## src/rtl/core/psmc_pkg.sv

```systemverilog
// shared types and constants for the power squelch median calibration core
package psmc_pkg;

  localparam int SAMPLE_BITS_DEF = 16;
  localparam int MAX_WINDOWS_DEF = 16;

  localparam int ALPHA_W    = 17;
  localparam int THR_W      = 32;
  localparam int WCNT_W     = 5;
  localparam int WLEN_W     = 16;
  localparam int LEVEL_W    = 48;
  localparam int FRAC_W     = 16;
  localparam int CHUNK_W    = 16;
  localparam int CFG_ADDR_W = 3;
  localparam int CFG_DATA_W = 32;

  localparam logic [ALPHA_W-1:0] ALPHA_ONE  = 17'h1_0000;
  localparam logic [THR_W-1:0]   MAG_LIMIT  = 32'h8000_0000;
  localparam logic [WCNT_W-1:0]  WCNT_RESET = 5'd16;
  localparam logic [WLEN_W-1:0]  WLEN_RESET = 16'd1024;

  typedef enum logic [CFG_ADDR_W-1:0] {
    REG_ALPHA      = 3'd0,
    REG_THRESHOLD  = 3'd1,
    REG_USE_CAL    = 3'd2,
    REG_WIN_COUNT  = 3'd3,
    REG_WIN_LENGTH = 3'd4
  } cfg_reg_t;

  typedef enum logic {
    OP_SAMPLE    = 1'b0,
    OP_CAL_START = 1'b1
  } opcode_t;

  typedef enum logic [3:0] {
    ST_IDLE,
    ST_SQ_A,
    ST_SQ_B,
    ST_MAG,
    ST_DIFF,
    ST_MUL0,
    ST_MUL1,
    ST_MUL2,
    ST_STEP,
    ST_APPLY,
    ST_TRACK,
    ST_SEL_LOAD,
    ST_SEL_CAND,
    ST_SEL_SCAN,
    ST_SEL_CHECK,
    ST_DONE
  } state_t;

  typedef struct packed {
    logic clear;
    logic wr_en;
    logic rd_en;
  } peak_ctrl_t;

endpackage

```

## src/rtl/core/psmc_peak_mem.sv

```systemverilog
// per-window peak store with valid bits and a registered read port
module psmc_peak_mem import psmc_pkg::*; #(
  parameter int DEPTH = MAX_WINDOWS_DEF,
  parameter int IDX_W = 4
) (
  input  logic             clk,
  input  logic             rst,
  input  peak_ctrl_t       ctrl,
  input  logic [IDX_W-1:0] waddr,
  input  logic [THR_W-1:0] wdata,
  input  logic [IDX_W-1:0] raddr,
  output logic [THR_W-1:0] rdata
);

  logic [THR_W-1:0] mem [DEPTH];
  logic [DEPTH-1:0] valid;

  // an entry not written since the last clear reads as zero
  always_ff @(posedge clk) begin
    if (rst) begin
      valid <= '0;
    end else if (ctrl.clear) begin
      valid <= '0;
    end else if (ctrl.wr_en) begin
      valid[waddr] <= 1'b1;
    end
  end

  always_ff @(posedge clk) begin
    if (ctrl.wr_en) begin
      mem[waddr] <= wdata;
    end
  end

  always_ff @(posedge clk) begin
    if (ctrl.rd_en) begin
      rdata <= valid[raddr] ? mem[raddr] : '0;
    end
  end

endmodule

```

## config.mk

```make
export PLATFORM = sky130hd
export DESIGN_NAME = psmc_peak_mem
export DESIGN_NICKNAME = d
export VERILOG_FILES = /design/src/rtl/core/psmc_pkg.sv /design/src/rtl/core/psmc_peak_mem.sv
export SDC_FILE = /design/constraint.sdc
export NUM_CORES = 1
export LEC_CHECK = 0
export BUFFER_PORTS_ARGS = -buffer_cell sky130_fd_sc_hd__buf_2
export CORE_MARGIN = 2
export CORE_UTILIZATION = 30
export DETAILED_ROUTE_END_ITERATION = 8
export SYNTH_ARGS = -nofsm -noshare
export SYNTH_HDL_FRONTEND = slang
export SYNTH_SLANG_ARGS = --single-unit
export TNS_END_PERCENT = 30
```

## constraint.sdc

```tcl
create_clock -name clk -period 10.3 [get_ports clk]
set_input_delay 0.515 -clock clk [delete_from_list [all_inputs] [get_ports clk]]
set_output_delay 0.515 -clock clk [all_outputs]
set_load 0.005 [all_outputs]
```

==> impl_results.md <==
* Routed Antenna Nets at 0
* Die Y at approximately 270 um
* Syn Nets at 929
* Number of global-route vias before repair at 9835
* Avg Cell Area, Syn at 23.6 um2
* Critical Path RT at 10610 ps
* Post-layout min period at 3590 ps
* Max-Cap Viols at 0
* First-pass GRT wire length at between 60000 and 70000 um
* Synth Cell Area at 20800 um2
* HPWL Detailed at 22400 um
* Post-Route Utilization at approximately a third
* Slew margin rel. at 22.3%
* Core ar. at 68700 um2
* Worst skew pair latency at 580 ps
* Worst vdd ir at 0.131 mV
* CTS H-tree lvls at 2
* Crit path capture type: flip-flop
* CTS tree: done
* Period utilization at 34.8%
* Clk buf depth at 3
* Largest net degree at the start of global routing at 69
* Worst Max-Slew Pin Slew at 1160 ps
* Distinct cell type count after synthesis at 22
* Final #Nets at 1036
* Fmax at 279 MHz
* Mapped Cells at 884
* Worst hold stages at 1
* Min-delay worst type: in -> reg
* Top_reg_cell synth: edfxtp_1
* Inserted Clock Buffers at 52
* Post-synthesis async set-or-reset flop share at 0%
* Drt first pass iters at 5
* Vias at 9449
* Vias per std cell at 4.82
* Input/output buffers at 76
* Register clock-pin slew on the reported worst setup and hold paths at 60 ps
* Fraction of layout cells with a size suffix above 1 at a little under a third
* Number of synthesized register bits at between 500 and 600
* Design Area, Final at about 24000 um2
* Starting Density at 30.3%
* Area Overhead vs Synth at 15.5%
* Root Driver: clkbuf_16
* Cts repair resizes at 0
* Outcome: completed
* PwrDens at 192 nW/um2
* Min Hold Slack at 310 ps
* Total power at about 4.6 mW
* Drc violations at 0
* Non-Filler Instances at slightly below 2000
* Die area at 71600 um2
* Count of pins over their slew limit at 0
* WL/cell at 23.8 um
* Sequential area share after synthesis at 79.9%
* Final GP Congestion at around 0.69
* RSZ-0062 raised after global routing: no
* Final Setup Violations at 0
* Setup TNS at 0 ps
* Antenna violations before repair at 6
* Setup ws final at 6710 ps
* I/O pin total at 77
* Post-CTS Setup Inserts at 0
* Hold_buf cts at 0
* Num Clock Sinks at 560
* Gr ovfl total at 0
* Worst Skew at 22.1 ps
* R2R depth at 5
* WL final at about 47000 um
* Worst-path maximum fanout at 62
* Die X at 268 um
* # rows at 96
* Crit path DAT at 3900 ps
* Iter 0 DRT Violations at ~780
* Post-synth EDFFs at 544
* Placed cell count at around 1900
* # diodes at 0
* Leak Pwr at 7.42 nW
* Area after DPL at about 22000 um2
* WS Path Type: in -> reg
* Dpl ws at 6020 ps
* Total track usage at between 10% and 20%
* Startpoint types: primary input
* Yosys synthesis warning count at 0
* Final hold violations at 0
## registers in the layout, indices dropped and copies added (netlist names)
signal,count
mem,512
rdata,32
valid,16
## area by class of cell
type	instances	area, um2
clock buffers	63	1360
clock inverters	29	264
fillers	6383	44600
multi-input cells	275	4030
flip-flops and latches	560	16700
well taps	931	1160
repair buffers	102	587
## per-layer routing
metal	track usage, %	up-vias	part of all wire (%)
met3	2.23	78	5.3
met2	23.0	268	52
met1	16.6	5081	41
met4	3.53	10	2.0
li1	-	4012	-
met5	0	-	0.14
## critical path, stage by stage
cell      delay (ps)
clkbuf_8         600
buf_4            750
mux4_2           600
a22o_1           280
nor2_4           510
buf_4            420
a21oi_1           90
## worst paths after layout
| path | from | to | slack [ps] |
|---|---|---|---|
| max | raddr[0] | rdata[17]$_SDFFCE_PN0P_ | 6710 |
| min | wdata[19] | mem[10][19]$_DFFE_PP_ | 310 |
| max reg2reg | valid[13]$_SDFFE_PP0P_ | rdata[17]$_SDFFCE_PN0P_ | 7930 |
| min reg2reg | valid[11]$_SDFFE_PP0P_ | valid[11]$_SDFFE_PP0P_ | 460 |
## power by group
group | internal, mW | switching (mW)
sequential | 2.55 | 0.0123
clock | 1.06 | 0.791
combinational | 0.0802 | 0.121
## synthesized netlist by cell type, types with 2 or more instances
| library cell | number | area [um2] |
|---|---|---|
| nor2b_1 | 2 | 12.5 |
| nand3b_1 | 2 | 15.0 |
| nor2_1 | 14 | 52.6 |
| mux4_2 | 132 | 2970 |
| edfxtp_1 | 544 | 16300 |
| buf_1 | 4 | 15.0 |
| a21oi_1 | 32 | 160 |
| a22oi_1 | 64 | 480 |
| a22o_1 | 2 | 17.5 |
| nand2b_1 | 2 | 12.5 |
| dfxtp_1 | 16 | 320 |
| clkbuf_1 | 16 | 60.1 |
| buf_6 | 6 | 67.6 |
| nor3_1 | 4 | 20.0 |
| buf_4 | 11 | 82.6 |
| buf_2 | 12 | 60.1 |
| o21a_1 | 16 | 120 |
## kinds of logic (layout without fill, tap and decap cells)
family          count (synthesis)  after routing  share of synthesized area [%]
flops                         560            560                           79.9
mux                           132            132                           14.3
compound gates                114            114                           3.73
buf+inv                        49            194                           1.37
simple gates                   29             29                          0.708
## placed cells by master (no fill, tap or decap), drive strengths merged
cell type	instances
o21a	16
bufinv	5
nor2b	2
mux4	132
dfxtp	16
a21oi	32
nand3b	2
nor3	4
inv	2
a22o	2
clkinv	21
a22oi	64
nor2	15
nand3	1
nand2b	2
clkbuf	64
nand2	1
edfxtp	544
or3b	1
and2	1
buf	101
clkinvlp	1
No activity file was read; power rests on OpenSTA's default activity.
