### src/rtl/core/psmc_pkg.sv
// shared types and constants for the power squelch median calibration core
package psmc_pkg;

  localparam int SAMPLE_BITS_DEF = 16;
  localparam int MAX_WINDOWS_DEF = 16;

  localparam int ALPHA_W    = 17;
  localparam int THR_W      = 32;
  localparam int WCNT_W     = 5;
  localparam int WLEN_W     = 16;
  localparam int LEVEL_W    = 48;
  localparam int FRAC_W     = 16;
  localparam int CHUNK_W    = 16;
  localparam int CFG_ADDR_W = 3;
  localparam int CFG_DATA_W = 32;

  localparam logic [ALPHA_W-1:0] ALPHA_ONE  = 17'h1_0000;
  localparam logic [THR_W-1:0]   MAG_LIMIT  = 32'h8000_0000;
  localparam logic [WCNT_W-1:0]  WCNT_RESET = 5'd16;
  localparam logic [WLEN_W-1:0]  WLEN_RESET = 16'd1024;

  typedef enum logic [CFG_ADDR_W-1:0] {
    REG_ALPHA      = 3'd0,
    REG_THRESHOLD  = 3'd1,
    REG_USE_CAL    = 3'd2,
    REG_WIN_COUNT  = 3'd3,
    REG_WIN_LENGTH = 3'd4
  } cfg_reg_t;

  typedef enum logic {
    OP_SAMPLE    = 1'b0,
    OP_CAL_START = 1'b1
  } opcode_t;

  typedef enum logic [3:0] {
    ST_IDLE,
    ST_SQ_A,
    ST_SQ_B,
    ST_MAG,
    ST_DIFF,
    ST_MUL0,
    ST_MUL1,
    ST_MUL2,
    ST_STEP,
    ST_APPLY,
    ST_TRACK,
    ST_SEL_LOAD,
    ST_SEL_CAND,
    ST_SEL_SCAN,
    ST_SEL_CHECK,
    ST_DONE
  } state_t;

  typedef struct packed {
    logic clear;
    logic wr_en;
    logic rd_en;
  } peak_ctrl_t;

endpackage

### src/rtl/core/psmc_mul.sv
// shared unsigned multiplier with registered product
module psmc_mul import psmc_pkg::*; #(
  parameter int OP_W = ALPHA_W
) (
  input  logic              clk,
  input  logic              en,
  input  logic [OP_W-1:0]   op_a,
  input  logic [OP_W-1:0]   op_b,
  output logic [2*OP_W-1:0] prod
);

  logic [2*OP_W-1:0] full;

  assign full = op_a * op_b;

  always_ff @(posedge clk) begin
    if (en) begin
      prod <= full;
    end
  end

endmodule

### config.mk
export PLATFORM = sky130hd
export DESIGN_NAME = psmc_mul
export DESIGN_NICKNAME = d
export VERILOG_FILES = /design/src/rtl/core/psmc_pkg.sv /design/src/rtl/core/psmc_mul.sv
export SDC_FILE = /design/constraint.sdc
export NUM_CORES = 1
export LEC_CHECK = 0
export ABC_AREA = 1
export BUFFER_PORTS_ARGS = -buffer_cell sky130_fd_sc_hd__buf_2
export CAP_MARGIN = 5
export CORE_MARGIN = 2
export CORE_UTILIZATION = 63
export CTS_CLUSTER_SIZE = 25
export DETAILED_ROUTE_END_ITERATION = 12
export PLACE_DENSITY_LB_ADDON = 0.08
export RECOVER_POWER = 100
export SLEW_MARGIN = 20
export SYNTH_ARGS = -nofsm -noshare
export SYNTH_HDL_FRONTEND = slang
export SYNTH_SLANG_ARGS = --single-unit
### constraint.sdc
create_clock -name clk -period 17.6 [get_ports clk]
set_input_delay 1.76 -clock clk [delete_from_list [all_inputs] [get_ports clk]]
set_output_delay 1.76 -clock clk [all_outputs]
set_load 0.05 [all_outputs]
==> tab_implementation.tex <==
\begin{tabular}{lr}
\hline
Metric & Value \\
\hline
\multicolumn{2}{l}{\textbf{CTS}} \\
\quad Number of clock sinks seen by CTS & 34 \\
\quad H-tree levels & 2 \\
\quad Post-cts sizing count & 0 \\
\quad Setup Fix Bufs, Post-CTS & 0 \\
\quad CTS Buf Count & 5 \\
\quad Clock tree from TritonCTS & done \\
\quad Worst-path clk slew & 0.06 ns \\
\quad Buffer depth of the longest clock path & 2 \\
\quad Clock root buffer master & clkbuf\_16 \\
\quad Cts-stage hold buffer count & 0 \\
\multicolumn{2}{l}{\textbf{Final layout}} \\
\quad Top Registers & prod x34 \\
\quad Most common cell after layout, fill and taps aside & inv\_1 \\
\quad Core utilization of the finished layout & 66.8\% \\
\quad Post-route cell area & 12,000 um2 \\
\quad Most frequent cells in the layout & inv\_1 (491), nand2\_1 (483), fa\_1 (224) \\
\quad Signed area change from the synthesized netlist to the final layout & 3.68\% \\
\quad Layout net count & 1,920 \\
\quad Number of flip-flops under the largest register name & 34 \\
\quad Diodes inserted & 0 \\
\quad Filler cell count in the final layout & 1,630 \\
\quad Top register by number of flip-flops & prod \\
\quad Share of cells above drive strength 1 & 3.86\% \\
\multicolumn{2}{l}{\textbf{Synth}} \\
\quad Post-synthesis instance total & 1,544 \\
\quad Mean area per synthesized cell & 7.49 um2 \\
\quad Number of synthesis warnings & 0 \\
\quad Post-synthesis instance area & 11,600 um2 \\
\quad Synth unique cells & 22 \\
\quad \#FFs+latches synth & 34 \\
\quad Syn\_nets & 1,912 \\
\quad Sequential fraction of the synthesis area & 8.82\% \\
\multicolumn{2}{l}{\textbf{STA}} \\
\quad Slew of the pin with the lowest slew margin & 1.86 ns \\
\quad Count of endpoints failing hold in the final timing report & 0 \\
\quad Share of the cycle needed by the critical path after routing & 42.7\% \\
\quad RSZ-0062 raised after global routing & false \\
\quad Post-route setup slack & 10.09 ns \\
\quad Crit path time final & 7.51 ns \\
\quad Count of final setup violators & 0 \\
\quad Achievable Freq & 133 MHz \\
\quad Total Negative Setup Slacks & 0 ns \\
\quad Worst-case headroom to the max-slew limit & -23.8\% \\
\quad Count of final max-slew check failures & 35 \\
\multicolumn{2}{l}{\textbf{Route}} \\
\quad Length of the first detailed-routing pass in iterations & 6 \\
\quad Post-route ant nets & 0 \\
\quad DR vias/cell & 5.22 \\
\quad First DRT Iteration DRCs & 630 \\
\quad Routed wire length per instance & 16.1 um \\
\quad Total Wirelength & 28,600 um \\
\quad Vias & 9,294 \\
\quad \# DRC & 0 \\
\multicolumn{2}{l}{\textbf{Global routing}} \\
\quad Met3 track demand over resource in global routing & 4.44\% \\
\quad Largest net degree at the start of global routing & 35 \\
\quad Wire length of the first global-routing pass & 48,300 um \\
\quad Antenna violations before repair & 0 \\
\quad Remaining global-route overflow & 0 \\
\quad Busiest metal layer after global routing & met2 \\
\quad Met2 Resource Use GR & 56.9\% \\
\quad Gr usage total & 31.6\% \\
\quad Via count of the first global-routing pass & 10,000 \\
\quad Met1 Usage GRT & 39.2\% \\
\multicolumn{2}{l}{\textbf{Setup path}} \\
\quad Worst setup EP type & register \\
\quad Most prevalent standard cell on the critical path & fa\_1 \\
\quad Family of cells with the greatest summed delay on the critical path & adder cells \\
\quad Arrival @ worst endpoint & 7.55 ns \\
\quad Startpoint Class & input port \\
\quad Max incr delay on CP & 0.89 ns \\
\quad Crit-path slowest cell & clkbuf\_1 \\
\quad Data required time at the worst endpoint & 17.64 ns \\
\quad Critical-path cell list & clkbuf\_1 -> nand2\_1 -> fa\_1 -> fa\_1 -> fa\_1 -> fa\_1 -> inv\_1 -> fa\_1 -> inv\_1 -> fa\_1 -> inv\_1 -> ha\_1 -> nand2\_1 -> inv\_1 -> a21oi\_1 -> nand3\_1 -> nand3\_1 -> nand2\_1 -> nand2\_1 -> nand2\_1 \\
\quad Critical Path Fanout Max & 17 \\
\quad Crit path buffers/inverters & 5 \\
\quad Kind of critical path & in -> reg \\
\multicolumn{2}{l}{\textbf{Run status}} \\
\quad Violated checks & capacitance limit, slew limit \\
\quad Result of the run & complete, but fails checks \\
\multicolumn{2}{l}{\textbf{Placed design}} \\
\quad Post-placement setup slack & 10.52 ns \\
\quad Count of buffers inserted at the top-level ports & 69 \\
\quad Detailed-placement wirelength estimate & 22,900 um \\
\quad Placement Cell Area & 11,900 um2 \\
\quad Final weighted congestion of routability-driven global placement & 0.912 \\
\multicolumn{2}{l}{\textbf{Hold path}} \\
\quad End of the worst hold path & prod[0]\$\_DFFE\_PP\_ \\
\quad Hold Path Origin & op\_b[0] \\
\quad Type of the tightest min-delay check & in -> reg \\
\quad Hold Path Stages & 3 \\
\multicolumn{2}{l}{\textbf{Die}} \\
\quad Die footprint & 19,500 um2 \\
\quad Starting Density & 64.4\% \\
\quad Row Count & 49 \\
\quad Number of placed I/O pins & 70 \\
\quad X dimension of the die & 140 um \\
\quad CORE AREA & 18,000 um2 \\
\quad Die Height & 140 um \\
\multicolumn{2}{l}{\textbf{Run}} \\
\quad Number of max-cap violations & 1 \\
\hline
\end{tabular}
[cell type report]
cell class / instances / area [um2] / share of cell area [%]
repair buffers: 69 / 299 / 2.49
clock inverters: 3 / 16.3 / 0.136
flip-flops and latches: 34 / 1020 / 8.51
clock buffers: 5 / 125 / 1.04
well taps: 229 / 287 / 2.39
inverters: 497 / 1870 / 15.6
multi-input cells: 945 / 8380 / 69.9
[cell usage after synthesis]
master    instances  share of area, %
inv_1           490                16
nand2_1         475                15
fa_1            224                39
ha_1            108                12
clkbuf_1         68               2.2
nor2_1           39               1.3
edfxtp_1         34               8.8
nand3_1          22              0.95
a21oi_1          18              0.78
nand2_2          14              0.76
xor2_1           14               1.1
inv_2             7              0.23
nand4_1           6              0.32
nand3_2           5              0.43
o21bai_1          5              0.32
nor2_2            3              0.16
nor3_2            3              0.26
xnor2_1           3              0.23
a21oi_2           2              0.15
nor2_4            2              0.19
a21o_1            1             0.065
o21ai_0           1             0.043
[routing by layer]
metal  routed length, um  share of wire [%]
met3                2260                7.9
met2               14500                 51
met5                   0                  0
met4                1170                4.1
met1               10700                 37
[through the flow]
step | hold slack [ns] | cells
3_3_place_gp | 2.30 | 1774
4_1_cts | 2.03 | 1782
6_report | 2.03 | 1782
5_1_grt | 2.06 | 1782
2_1_floorplan | 1.87 | 1544
3_5_place_dp | 2.30 | 1774
[kinds of logic (layout without fill, tap and decap cells)]
logic type,after synthesis,count (layout),synth area share (%)
flip-flops,34,34,8.82
AO/OA/AOI/OAI,27,27,1.36
AND/OR/NAND/NOR,569,569,19.8
adder cells (fa/ha/maj),332,332,50.4
buffers and inverters,565,574,18.3
XOR/XNOR,17,17,1.29
[how the worst max path moves through the flow]
stage,to,cells past startpoint,startpoint
2_1_floorplan,prod[33]$_DFFE_PP_,25,op_a[7]
3_3_place_gp,prod[25]$_DFFE_PP_,24,op_a[7]
3_5_place_dp,prod[33]$_DFFE_PP_,24,op_a[7]
4_1_cts,prod[33]$_DFFE_PP_,24,op_a[7]
5_1_grt,prod[30]$_DFFE_PP_,20,op_a[7]
6_report,prod[22]$_DFFE_PP_,20,op_a[7]
[worst min-delay path, stage by stage]
cell and delay [ns]:
buf_2 0.23, nand2_1 0.12, inv_1 0.04
Power is left out: the tool's default activity adds up to more than one toggle a clock period on the data nets, which glitch-free logic cannot reach.
